===== config.mk =====
export PLATFORM = sky130hd
export DESIGN_NAME = three_rotor_substitution_cipher_top
export DESIGN_NICKNAME = d
export VERILOG_FILES = /design/src/rtl/trsc_pkg.sv /design/src/rtl/three_rotor_substitution_cipher_top.sv /design/src/rtl/trsc_rotor.sv
export SDC_FILE = /design/constraint.sdc
export NUM_CORES = 2
export LEC_CHECK = 0
export ABC_CLOCK_PERIOD_IN_PS = 13900
export BUFFER_PORTS_ARGS = -buffer_cell sky130_fd_sc_hd__buf_4
export CAP_MARGIN = 20
export CORE_UTILIZATION = 55
export CTS_BUF_LIST = sky130_fd_sc_hd__clkbuf_16
export DETAILED_ROUTE_END_ITERATION = 6
export PLACE_DENSITY = 0.8
export RECOVER_POWER = 25
export SLEW_MARGIN = 20
export SYNTH_ARGS = -nofsm -noshare
export SYNTH_HDL_FRONTEND = slang
export SYNTH_SLANG_ARGS = --single-unit

===== constraint.sdc =====
create_clock -name clk -period 13.9 [get_ports clk]
set_clock_uncertainty 0.2 [all_clocks]
set_input_delay 2.78 -clock clk [delete_from_list [all_inputs] [get_ports clk]]
set_output_delay 2.78 -clock clk [all_outputs]
set_load 0.05 [all_outputs]

===== src/rtl/trsc_pkg.sv =====
`timescale 1ns / 1ps

package trsc_pkg;

    localparam int LETTER_W    = 5;
    localparam int SEL_W       = 2;
    localparam int CFG_IDX_W   = 3;
    localparam int LETTER_SPAN = 1 << LETTER_W;

    localparam logic [LETTER_W-1:0] NOTCH_RESET = 5'd25;
    localparam logic [LETTER_W-1:0] START_RESET = 5'd0;
    localparam logic [LETTER_W-1:0] NOTCH_NONE  = 5'd31;

    localparam logic [SEL_W-1:0] ROTOR_ONE   = 2'd0;
    localparam logic [SEL_W-1:0] ROTOR_TWO   = 2'd1;
    localparam logic [SEL_W-1:0] ROTOR_THREE = 2'd2;

    typedef enum logic [1:0] {
        OP_LOAD    = 2'd0,
        OP_START   = 2'd1,
        OP_ENCRYPT = 2'd2,
        OP_DECRYPT = 2'd3
    } op_t;

    typedef enum logic [CFG_IDX_W-1:0] {
        CFG_NOTCH_ONE   = 3'd0,
        CFG_NOTCH_TWO   = 3'd1,
        CFG_NOTCH_THREE = 3'd2,
        CFG_START_ONE   = 3'd3,
        CFG_START_TWO   = 3'd4,
        CFG_START_THREE = 3'd5
    } cfg_reg_t;

    typedef struct packed {
        logic                load;
        logic                start;
        logic                step;
        logic [LETTER_W-1:0] load_index;
        logic [LETTER_W-1:0] load_letter;
    } rotor_ctrl_t;

endpackage


===== src/rtl/three_rotor_substitution_cipher_top.sv =====
`timescale 1ns / 1ps
// A word is registered in the input stage on acceptance; its result word is then registered in the output register.
// Throughput: one word per cycle while the result output is not stalled; load and start words produce no result.
// Stepping and the three-rotor lookup are combinational from the input register; result and offsets register together.
// Reset (rst_n low, async): rotor offsets zero, notches one and two 25, start letters 0, pipeline empty.
// Wiring tables are not reset and must be loaded before use.

module three_rotor_substitution_cipher_top #(
    parameter int ALPHABET_SIZE = 26
) (
    input  logic                              clk,
    input  logic                              rst_n,
    input  logic                              cfg_write,
    input  logic [trsc_pkg::CFG_IDX_W-1:0]    cfg_index,
    input  logic [trsc_pkg::LETTER_W-1:0]     cfg_data,
    input  logic                              in_valid,
    output logic                              in_ready,
    input  trsc_pkg::op_t                     operation,
    input  logic [trsc_pkg::SEL_W-1:0]        rotor_select,
    input  logic [trsc_pkg::LETTER_W-1:0]     table_index,
    input  logic [trsc_pkg::LETTER_W-1:0]     letter,
    output logic                              out_valid,
    input  logic                              out_ready,
    output logic [trsc_pkg::LETTER_W-1:0]     result_letter
);
    import trsc_pkg::*;

    localparam int IW = $clog2(ALPHABET_SIZE);
    localparam logic [LETTER_W:0] SIZE_EXT = (LETTER_W + 1)'(ALPHABET_SIZE);

    typedef logic [IW-1:0] sym_t;

    function automatic logic [LETTER_SPAN-1:0][IW-1:0] build_mod_lut();
        logic [LETTER_SPAN-1:0][IW-1:0] lut;
        begin
            for (int i = 0; i < LETTER_SPAN; i++)
            begin
                lut[i] = IW'(i % ALPHABET_SIZE);
            end
            return lut;
        end
    endfunction

    localparam logic [LETTER_SPAN-1:0][IW-1:0] MOD_LUT = build_mod_lut();

    logic [LETTER_W-1:0] notch_one_reg;
    logic [LETTER_W-1:0] notch_two_reg;
    logic [LETTER_W-1:0] start_one_reg;
    logic [LETTER_W-1:0] start_two_reg;
    logic [LETTER_W-1:0] start_three_reg;

    logic                s1_valid_reg;
    logic                s1_valid_next;
    op_t                 s1_op_reg;
    logic [SEL_W-1:0]    s1_sel_reg;
    logic [LETTER_W-1:0] s1_index_reg;
    logic [LETTER_W-1:0] s1_letter_reg;

    logic                out_valid_reg;
    logic                out_valid_next;
    logic [LETTER_W-1:0] result_reg;
    logic [LETTER_W-1:0] result_next;

    logic        in_take;
    logic        s1_has_result;
    logic        s1_go;
    logic        crypt_go;
    logic        start_go;
    logic        load_go;
    logic        hit_one;
    logic        hit_two;
    sym_t        text_sym;
    sym_t        enc_one;
    sym_t        enc_two;
    sym_t        enc_three;
    sym_t        dec_one;
    sym_t        dec_two;
    sym_t        dec_three;
    rotor_ctrl_t ctrl_one;
    rotor_ctrl_t ctrl_two;
    rotor_ctrl_t ctrl_three;

    always_ff @(posedge clk or negedge rst_n)
    begin
        if (!rst_n)
        begin
            notch_one_reg   <= NOTCH_RESET;
            notch_two_reg   <= NOTCH_RESET;
            start_one_reg   <= START_RESET;
            start_two_reg   <= START_RESET;
            start_three_reg <= START_RESET;
        end
        else if (cfg_write)
        begin
            case (cfg_index)
                CFG_NOTCH_ONE:   notch_one_reg   <= cfg_data;
                CFG_NOTCH_TWO:   notch_two_reg   <= cfg_data;
                CFG_START_ONE:   start_one_reg   <= cfg_data;
                CFG_START_TWO:   start_two_reg   <= cfg_data;
                CFG_START_THREE: start_three_reg <= cfg_data;
                default:         ; // notch three has no effect
            endcase
        end
    end

    // handshake
    assign s1_has_result = s1_op_reg inside {OP_ENCRYPT, OP_DECRYPT};
    assign s1_go    = s1_valid_reg && (!s1_has_result || !out_valid_reg || out_ready);
    assign in_ready = !s1_valid_reg || s1_go;
    assign in_take  = in_valid && in_ready;

    always_comb
    begin
        if (in_take)
        begin
            s1_valid_next = 1'b1;
        end
        else if (s1_go)
        begin
            s1_valid_next = 1'b0;
        end
        else
        begin
            s1_valid_next = s1_valid_reg;
        end
    end

    always_comb
    begin
        if (crypt_go)
        begin
            out_valid_next = 1'b1;
        end
        else if (out_ready)
        begin
            out_valid_next = 1'b0;
        end
        else
        begin
            out_valid_next = out_valid_reg;
        end
    end

    always_ff @(posedge clk or negedge rst_n)
    begin
        if (!rst_n)
        begin
            s1_valid_reg  <= 1'b0;
            out_valid_reg <= 1'b0;
        end
        else
        begin
            s1_valid_reg  <= s1_valid_next;
            out_valid_reg <= out_valid_next;
        end
    end

    always_ff @(posedge clk)
    begin
        if (in_take)
        begin
            s1_op_reg     <= operation;
            s1_sel_reg    <= rotor_select;
            s1_index_reg  <= table_index;
            s1_letter_reg <= letter;
        end
        if (crypt_go)
        begin
            result_reg <= result_next;
        end
    end

    // rotor control
    assign crypt_go = s1_go && s1_has_result;
    assign start_go = s1_go && (s1_op_reg == OP_START);
    assign load_go  = s1_go && (s1_op_reg == OP_LOAD)
                      && ({1'b0, s1_index_reg} < SIZE_EXT)
                      && ({1'b0, s1_letter_reg} < SIZE_EXT);

    always_comb
    begin
        ctrl_one.load        = load_go && (s1_sel_reg == ROTOR_ONE);
        ctrl_one.start       = start_go;
        ctrl_one.step        = crypt_go;
        ctrl_one.load_index  = s1_index_reg;
        ctrl_one.load_letter = s1_letter_reg;

        ctrl_two.load        = load_go && (s1_sel_reg == ROTOR_TWO);
        ctrl_two.start       = start_go;
        ctrl_two.step        = crypt_go && hit_one;
        ctrl_two.load_index  = s1_index_reg;
        ctrl_two.load_letter = s1_letter_reg;

        ctrl_three.load        = load_go && (s1_sel_reg == ROTOR_THREE);
        ctrl_three.start       = start_go;
        ctrl_three.step        = crypt_go && hit_one && hit_two;
        ctrl_three.load_index  = s1_index_reg;
        ctrl_three.load_letter = s1_letter_reg;
    end

    assign text_sym = MOD_LUT[s1_letter_reg];

    trsc_rotor #(
        .ALPHABET_SIZE (ALPHABET_SIZE)
    ) u_rotor_one (
        .clk          (clk),
        .rst_n        (rst_n),
        .ctrl         (ctrl_one),
        .notch        (notch_one_reg),
        .start_letter (start_one_reg),
        .fwd_in       (text_sym),
        .inv_in       (dec_two),
        .fwd_out      (enc_one),
        .inv_out      (dec_one),
        .notch_hit    (hit_one)
    );

    trsc_rotor #(
        .ALPHABET_SIZE (ALPHABET_SIZE)
    ) u_rotor_two (
        .clk          (clk),
        .rst_n        (rst_n),
        .ctrl         (ctrl_two),
        .notch        (notch_two_reg),
        .start_letter (start_two_reg),
        .fwd_in       (enc_one),
        .inv_in       (dec_three),
        .fwd_out      (enc_two),
        .inv_out      (dec_two),
        .notch_hit    (hit_two)
    );

    trsc_rotor #(
        .ALPHABET_SIZE (ALPHABET_SIZE)
    ) u_rotor_three (
        .clk          (clk),
        .rst_n        (rst_n),
        .ctrl         (ctrl_three),
        .notch        (NOTCH_NONE),
        .start_letter (start_three_reg),
        .fwd_in       (enc_two),
        .inv_in       (text_sym),
        .fwd_out      (enc_three),
        .inv_out      (dec_three),
        .notch_hit    ()
    );

    assign result_next = (s1_op_reg == OP_ENCRYPT) ? LETTER_W'(enc_three) : LETTER_W'(dec_one);

    assign out_valid     = out_valid_reg;
    assign result_letter = result_reg;

endmodule


===== src/rtl/trsc_rotor.sv =====
`timescale 1ns / 1ps

module trsc_rotor #(
    parameter int ALPHABET_SIZE = 26,
    localparam int IW = $clog2(ALPHABET_SIZE)
) (
    input  logic                             clk,
    input  logic                             rst_n,
    input  trsc_pkg::rotor_ctrl_t            ctrl,
    input  logic [trsc_pkg::LETTER_W-1:0]    notch,
    input  logic [trsc_pkg::LETTER_W-1:0]    start_letter,
    input  logic [IW-1:0]                    fwd_in,
    input  logic [IW-1:0]                    inv_in,
    output logic [IW-1:0]                    fwd_out,
    output logic [IW-1:0]                    inv_out,
    output logic                             notch_hit
);
    import trsc_pkg::*;

    localparam logic [IW:0] SIZE = (IW + 1)'(ALPHABET_SIZE);

    logic [IW-1:0]            fwd_reg [ALPHABET_SIZE];
    logic [IW-1:0]            inv_reg [ALPHABET_SIZE];
    logic [IW-1:0]            offset_reg;
    logic [IW-1:0]            offset_next;
    logic [IW-1:0]            offset_inc;
    logic [IW-1:0]            offset_use;
    logic [IW-1:0]            start_pos;
    logic [IW-1:0]            load_index;
    logic [IW-1:0]            load_letter;
    logic [ALPHABET_SIZE-1:0] notch_vec;

    function automatic logic [IW-1:0] wrap_add(input logic [IW-1:0] a, input logic [IW-1:0] b);
        logic [IW:0] sum;
        begin
            sum = {1'b0, a} + {1'b0, b};
            if (sum >= SIZE)
            begin
                sum = sum - SIZE;
            end
            return sum[IW-1:0];
        end
    endfunction

    function automatic logic [IW-1:0] wrap_sub(input logic [IW-1:0] a, input logic [IW-1:0] b);
        logic [IW:0] diff;
        begin
            if (a >= b)
            begin
                diff = {1'b0, a} - {1'b0, b};
            end
            else
            begin
                diff = {1'b0, a} + SIZE - {1'b0, b};
            end
            return diff[IW-1:0];
        end
    endfunction

    assign load_index  = ctrl.load_index[IW-1:0];
    assign load_letter = ctrl.load_letter[IW-1:0];

    always_ff @(posedge clk)
    begin
        if (ctrl.load)
        begin
            fwd_reg[load_index]  <= load_letter;
            inv_reg[load_letter] <= load_index;
        end
    end

    // lowest position showing the start letter, zero if none
    always_comb
    begin
        start_pos = '0;
        for (int p = ALPHABET_SIZE - 1; p >= 0; p--)
        begin
            if (LETTER_W'(fwd_reg[p]) == start_letter)
            begin
                start_pos = IW'(p);
            end
        end
    end

    always_comb
    begin
        for (int p = 0; p < ALPHABET_SIZE; p++)
        begin
            notch_vec[p] = (LETTER_W'(fwd_reg[p]) == notch);
        end
    end

    assign offset_inc = wrap_add(offset_reg, IW'(1));
    assign offset_use = ctrl.step ? offset_inc : offset_reg;
    assign notch_hit  = notch_vec[offset_inc];

    always_comb
    begin
        if (ctrl.start)
        begin
            offset_next = start_pos;
        end
        else
        begin
            offset_next = offset_use;
        end
    end

    always_ff @(posedge clk or negedge rst_n)
    begin
        if (!rst_n)
        begin
            offset_reg <= '0;
        end
        else
        begin
            offset_reg <= offset_next;
        end
    end

    assign fwd_out = fwd_reg[wrap_add(fwd_in, offset_use)];
    assign inv_out = wrap_sub(inv_reg[inv_in], offset_use);

endmodule


Word level (Yosys, flattened, before mapping) --
Memories as Yosys holds them, arrays and structs flattened. A register that Yosys moved wholly into a read port is not among the register bits. Index checks and enable logic that the tools add are counted.
Storage, ports and cells: register bits 61, bits in writable memories 780, ROM bits 160, memories kept 7
Memory list:
- (name not given) | words 32, bits a word 5, rd ports 1, clocked after Yosys merged registers in 1, write ports 0, line three_rotor_substitution_cipher_top.sv:201 | assign text_sym = MOD_LUT[s1_letter_reg];
- u_rotor_one.fwd_reg | words 26, bits a word 5, rd ports 27, clocked after Yosys merged registers in 0, write ports 1, line trsc_rotor.sv:22 | logic [IW-1:0] fwd_reg [ALPHABET_SIZE];
- u_rotor_one.inv_reg | words 26, bits a word 5, rd ports 1, clocked after Yosys merged registers in 0, write ports 1, line trsc_rotor.sv:23 | logic [IW-1:0] inv_reg [ALPHABET_SIZE];
- u_rotor_three.fwd_reg | words 26, bits a word 5, rd ports 27, clocked after Yosys merged registers in 0, write ports 1, line trsc_rotor.sv:22
- u_rotor_three.inv_reg | words 26, bits a word 5, rd ports 1, clocked after Yosys merged registers in 0, write ports 1, line trsc_rotor.sv:23
- u_rotor_two.fwd_reg | words 26, bits a word 5, rd ports 27, clocked after Yosys merged registers in 0, write ports 1, line trsc_rotor.sv:22
- +1 memories
Operators by class: add/subtract/negate cells 21, $lt $le $gt $ge 14, equal/unequal tests 139, multiplexer cells 110, reductions and logical operators 29
Operator list (count):
- 5-bit equality test | 130
- 5-bit 2-to-1 mux | 96
- 6-bit by 5-bit greater-or-equal comparator with 1-bit output, second input constant | 6
- 5-bit subtractor | 6
- 5-bit subtractor, second input constant | 6
- 5-bit by 1-bit adder with 6-bit output, second input constant | 3
- 5-bit by 5-bit adder with 6-bit output | 3
- 5-bit by 6-bit < comparator with 1-bit output, second input constant | 3
- 5-bit adder, second input constant | 3
- 5-bit greater-or-equal comparator | 3
- 1-bit logical AND | 12
- 1-bit 2-to-1 mux | 12
- 1-bit binary-select mux with 5-bit select | 2
- 5-bit < comparator, second input constant | 2
- 2-bit AND reduction | 5
- 2-bit equality test, second input constant | 3
- 3-bit equality test, second input constant | 2
- 2-bit nonzero test | 3
- 2-bit by 1-bit equality test with 1-bit output, second input constant | 2
- 2-bit zero test | 2
- 3-bit by 1-bit equality test with 1-bit output, second input constant | 1
- 3-bit by 2-bit equality test with 1-bit output, second input constant | 1
- 1-bit zero test | 3
- 3-bit zero test | 1
- 1-bit logical OR | 3

Logic depth before layout (Yosys ltp) --
An unclocked memory read counts as a cell.
depth after elaboration 29, depth in mapped cells 52, mapped depth without buffers 47

By module --
From an unflattened synthesis, not the netlist that was laid out.
Unflattened totals: cells, all modules 3948, area total of the unflattened synthesis 50900.1 µm²
By module, submodules not included:
- trsc_rotor (u_rotor_one) | times used 1, cells each 1271, area an instance 16465.8 µm², sequential area each 8833.5 µm²
- trsc_rotor (u_rotor_two) | times used 1, cells each 1319, area an instance 16214.3 µm², sequential area each 8833.5 µm²
- trsc_rotor (u_rotor_three) | times used 1, cells each 1229, area an instance 16193.0 µm², sequential area each 8833.5 µm²
- three_rotor_substitution_cipher_top | times used 1, cells each 129, area an instance 2026.9 µm², sequential area each 1353.8 µm²

Least setup slack after synthesis --
No wires, ideal clock.
path kind in2reg, start input port out_ready, end register result_reg[2], in the netlist result_letter[2] (data pin), library setup time 0.274 ns, arrival 12.135 ns, slack 1.292 ns, stages 44, buffers on the path 7, path through nand2b_1 > nand3_1 > inv_1 > mux2i_1 > inv_1 > ha_1 > nand3_1 > a21boi_0 > nand3b_1 > o311ai_2 > xor2_1 > buf_4 > buf_4 > mux4_2 > mux2i_1 > a22o_1 > nor3_1 > ha_1 > [... 8 more ...] > buf_4 > buf_2 > mux2i_1 > a221oi_1 > a22oi_1 > nand3_1 > ha_1 > inv_1 > fa_1 > or3_1 > or3_1 > a32o_1 > buf_4 > buf_2 > mux4_2 > and2_0 > a2111oi_0 > a211oi_1
On the way: word-level cells in the longest chain between the ends 17
RTL lines:
- from (decl) | line three_rotor_substitution_cipher_top.sv:23 | input logic out_ready,
- 1-bit logical OR * | line three_rotor_substitution_cipher_top.sv:108 | assign s1_go = s1_valid_reg && (!s1_has_result || !out_valid_reg || out_ready);
- 1-bit logical AND * | line three_rotor_substitution_cipher_top.sv:108
- 1-bit logical AND * | line three_rotor_substitution_cipher_top.sv:174 | assign crypt_go = s1_go && s1_has_result;
- named net crypt_go | line three_rotor_substitution_cipher_top.sv:67 | logic crypt_go;
- 5-bit 2-to-1 mux / 1-bit logical AND (equally long branches) | line trsc_rotor.sv:94, three_rotor_substitution_cipher_top.sv:190, three_rotor_substitution_cipher_top.sv:196
- 5-bit by 5-bit adder with 6-bit output / 1-bit logical AND (equally long branches) | line trsc_rotor.sv:36, three_rotor_substitution_cipher_top.sv:196
- 5-bit subtractor, or another cell as far along | line trsc_rotor.sv:39 | sum = sum - SIZE;
- 5-bit 2-to-1 mux, or another cell as far along | line trsc_rotor.sv:37 | if (sum >= SIZE)
- [... 3 more ...]
- 5-bit 2-to-1 mux / 5-bit subtractor (equally long branches) | line trsc_rotor.sv:37, trsc_rotor.sv:54
- memory read 26 x 5 bit / 5-bit 2-to-1 mux (equally long branches)
- 5-bit by 5-bit adder with 6-bit output / memory read 26 x 5 bit (equally long branches)
- 5-bit subtractor, or another cell as far along | line trsc_rotor.sv:39
- 5-bit 2-to-1 mux / 5-bit subtractor (equally long branches) | line trsc_rotor.sv:37, trsc_rotor.sv:54
- memory read 26 x 5 bit / 5-bit 2-to-1 mux (equally long branches)
- 5-bit 2-to-1 mux * | line three_rotor_substitution_cipher_top.sv:248 | assign result_next = (s1_op_reg == OP_ENCRYPT) ? LETTER_W'(enc_three) : LETTER_W'(dec_one);
- named net result_next[2] | line three_rotor_substitution_cipher_top.sv:62 | logic [LETTER_W-1:0] result_next;
- to (signal assigned) | line three_rotor_substitution_cipher_top.sv:169 | result_reg <= result_next;
- to (decl) | line three_rotor_substitution_cipher_top.sv:61 | logic [LETTER_W-1:0] result_reg;
The timed path passes the listed nets; every way through them passes the cells marked *. A chain may end at the register's enable or synchronous reset.

Final worst setup path --
start input port out_ready, end register result_reg[4], in the netlist result_letter[4] (data pin)
The elaborated chain is that of the path after synthesis.

==> run summary <==
STA
--------------------------------------------------------------------------------
Post-layout minimum cycle time                                          13530 ps
Worst slew margin relative to its limit                                  -168.4%
Share of the clock period used by the worst path after layout             97.32%
Number of max-slew violations in the final report                            585
Achievable Freq                                                        73.93 MHz
Setup slack after layout                                                372.8 ps
Final setup violation count                                                    0
Hold Fails Final Rpt                                                           0
Transition time at the pin with the least slew margin                    4025 ps

OUTCOME
--------------------------------------------------------------------------------
Failing checks                                                      max-capacitance violations, max-slew violations
Status                                                              complete, but fails checks

SYNTHESIS
--------------------------------------------------------------------------------
Most frequent cell after synthesis                                  sky130_fd_sc_hd__edfxtp_1
Leading cell types by total area after synthesis                    sky130_fd_sc_hd__edfxtp_1 (54%), sky130_fd_sc_hd__xor2_1 (5.9%), sky130_fd_sc_hd__xnor2_1 (5.9%)
Leading area contributor after synthesis                            sky130_fd_sc_hd__edfxtp_1
Syn Area/Cell                                                          13.10 um2
Synth cell count leaders                                            sky130_fd_sc_hd__edfxtp_1 (889), sky130_fd_sc_hd__xor2_1 (336), sky130_fd_sc_hd__xnor2_1 (335), sky130_fd_sc_hd__nor2_1 (266), sky130_fd_sc_hd__mux2i_1 (235)
Number of register bits inferred by synthesis                                936
Distinct cell type count after synthesis                                     104
Leading register cell type out of synthesis                         sky130_fd_sc_hd__edfxtp_1
Synthesized netlist cell count                                              3786
Synthesis Warnings                                                             0
Post-synth top area share                                                 53.81%
Count of flip-flops with a built-in enable after synthesis                   889
Share of synthesized registers carrying an async set or reset             4.487%
Netlist Area Pre-Place                                               0.04961 mm2
Register area share after synthesis                                       56.14%

PLACE
--------------------------------------------------------------------------------
Worst slack at placement                                               -246.6 ps
Placed cells                                                                4968
Post-detailed-placement half-perimeter wirelength                       90390 um
Number of buffers inserted by port buffering                                  33
Cell area reported after detailed placement                          0.05164 mm2
Global placer's final weighted congestion                                 0.9447

CRITICAL PATH
--------------------------------------------------------------------------------
Worst setup path class                                                    in2reg
Data arrival at the endpoint of the critical path                       13790 ps
Reg-to-reg critical path startpoint                                 u_rotor_one.offset_reg[0]
Delay of the slowest cell on the worst path                               620 ps
Crit path launch                                                       out_ready
Largest driver fanout on the critical path                                    40
CP dominant cell by count                                           sky130_fd_sc_hd__buf_4
Depth of the worst register-to-register path                                  46
Critical-path cell with the highest stage delay                     sky130_fd_sc_hd__nor3_1
Required time at the worst-slack endpoint                               14160 ps
Cell type group with the largest total delay on the critical path   simple AND/OR/NAND/NOR gates
Crit path buf inv count                                                        9
Worst setup EP type                                                     register
Number of gates on the worst path with buffers counted                        42
Kind of launch point of the worst setup path                           input pin

GLOBAL ROUTE
--------------------------------------------------------------------------------
Pin count of the biggest net entering global routing                          88
Global-route wire length before repair                                 204100 um
Initial antenna violation count                                                4
GRT Residual Overflow                                                          0
Total Routing Usage GR                                                    29.96%
Via count of the first global-routing pass                                 32628

FLOORPLAN
--------------------------------------------------------------------------------
Placeable core region                                                0.08892 mm2
Total Die Area                                                       0.09141 mm2
Boundary pin count                                                            34
Row count                                                                    109
Die width                                                               302.3 um
Initial core utilization                                                  55.80%
Die H                                                                   302.3 um

CTS
--------------------------------------------------------------------------------
Post-CTS setup buffers                                                         0
Number of gates given a new drive strength after cts                           0
CTS Root Buffer Type                                                sky130_fd_sc_hd__clkbuf_16
Level count of the clock H-tree                                                3
Clock Sinks                                                                  936
Hold-fix buffers at CTS                                                        0
TritonCTS clock tree                                                       built
Worst-path clk slew                                                        60 ps
Worst-skew pair later-pin latency                                         690 ps
CTS buffer count                                                              95
Maximum clock path buffer count                                                3

ROUTE
--------------------------------------------------------------------------------
Post-route antenna net violation count                                         0
Detailed Routing Iterations Pass 1                                             6
Drt drc                                                                        0
Total number of vias                                                       33197
Routed WL                                                              136800 um
WL/cell                                                                 26.59 um
Mean number of vias per cell                                               6.452
1st-iter DRT viols                                                          4270

FINISH
--------------------------------------------------------------------------------
Area of all placed cells without fillers                             0.05480 mm2
Area growth from synthesis to final layout                                10.46%
Final net count                                                             3999
Number of non-filler instances in the completed layout                      5145
Post-Route Utilization                                                    61.63%
Share of post-route cells with drive strength above 1                     12.94%

FLOW RUN
--------------------------------------------------------------------------------
Maximum capacitance violations                                                 9

WORST HOLD PATH
--------------------------------------------------------------------------------
Worst hold path startpoint                                          s1_letter_reg[0]
Min-Delay Path Depth                                                           1
Hold WC Path Type                                                        reg2reg

## layout by cell type, fill, tap and decap left out, types with 10 or more instances in the layout
cell type,n
sky130_fd_sc_hd__xnor2_1,334
sky130_fd_sc_hd__clkbuf_1,10
sky130_fd_sc_hd__or3_1,16
sky130_fd_sc_hd__clkbuf_16,95
sky130_fd_sc_hd__mux4_2,119
sky130_fd_sc_hd__fa_1,12
sky130_fd_sc_hd__buf_4,117
sky130_fd_sc_hd__a21oi_1,67
sky130_fd_sc_hd__o211ai_1,27
sky130_fd_sc_hd__nor3b_1,17
sky130_fd_sc_hd__nand2b_1,17
sky130_fd_sc_hd__xor2_1,335
sky130_fd_sc_hd__clkinv_2,18
sky130_fd_sc_hd__dfrtp_1,36
sky130_fd_sc_hd__a221oi_1,18
sky130_fd_sc_hd__edfxtp_1,889
sky130_fd_sc_hd__mux2i_1,234
sky130_fd_sc_hd__o21a_1,12
sky130_fd_sc_hd__ha_1,59
sky130_fd_sc_hd__nor4_1,19
sky130_fd_sc_hd__clkinv_1,22
sky130_fd_sc_hd__a31oi_1,29
sky130_fd_sc_hd__o22ai_1,27
sky130_fd_sc_hd__inv_1,90
sky130_fd_sc_hd__mux2_2,71
sky130_fd_sc_hd__bufinv_16,10
sky130_fd_sc_hd__nor2_1,264
sky130_fd_sc_hd__and2_1,16
sky130_fd_sc_hd__conb_1,90
sky130_fd_sc_hd__o21ai_0,102
sky130_fd_sc_hd__a22oi_1,11
sky130_fd_sc_hd__nand2_1,159
sky130_fd_sc_hd__nand4_1,29
sky130_fd_sc_hd__a211oi_1,21
sky130_fd_sc_hd__and3_1,14
sky130_fd_sc_hd__a22o_1,10
sky130_fd_sc_hd__nor2b_1,33
sky130_fd_sc_hd__nand3_1,163
sky130_fd_sc_hd__nor3_1,129
## area by class of cell
class	count	area [um2]
Fill cell	6618	34120
Timing Repair Buffer	134	1056
Clock inverter	81	783.3
Clock buffer	95	2377
Sequential cell	936	27860
Antenna cell	1	2.502
Tap cell	1165	1458
Inverter	76	285.3
Multi-Input combinational cell	2657	20980
## routing by layer
metal  GRT usage (%)  part of all wire, %  vias to the layer above
li1                -                    -                    14298
met4           13.78                  4.8                        4
met1           39.96                   38                    16404
met3           6.184                   11                      401
met5               0                0.012                        -
met2           47.34                   46                     2090
## kinds of logic after synthesis
kind of cell / after synthesis / synth area share (%)
flops: 936 / 56.14
xor+xnor: 672 / 11.90
buf+inv: 282 / 2.482
fa+ha+maj: 72 / 1.997
compound gates: 456 / 6.408
mux: 426 / 11.78
other cells: 1 / 0.007558
simple gates: 941 / 9.286
## worst reg2reg max path, delay by kind of cell (launching register included)
family / cells / cell delay, ps
flip-flops: 1 / 540
AND/OR/NAND/NOR: 10 / 2620
multiplexers: 9 / 2610
adder cells (fa/ha/maj): 5 / 1660
AO/OA/AOI/OAI: 14 / 3400
XOR/XNOR: 2 / 360
buffers and inverters: 6 / 1280
## path summary, 6_finish.rpt
check                                   end  slack (ps)
setup / recovery           result_letter[4]         370
hold / removal                  text_sym[0]         300
setup reg to reg           result_letter[4]        1000
hold reg to reg                 text_sym[0]         300
max in group asynchronous         out_valid       11020
min in group asynchronous  start_two_reg[4]        1960
## per-stage QoR
step,TNS [ps],hold slack [ps]
after floorplan,0,389.1
after global routing,-12.06,321.1
after global placement,-115.4,287.7
final,0,298.5
after detailed placement,-844.2,289.3
after CTS,0,302.3
Power is not shown: default switching activity piles up to over one toggle a cycle in this logic, so the estimate is an artifact.
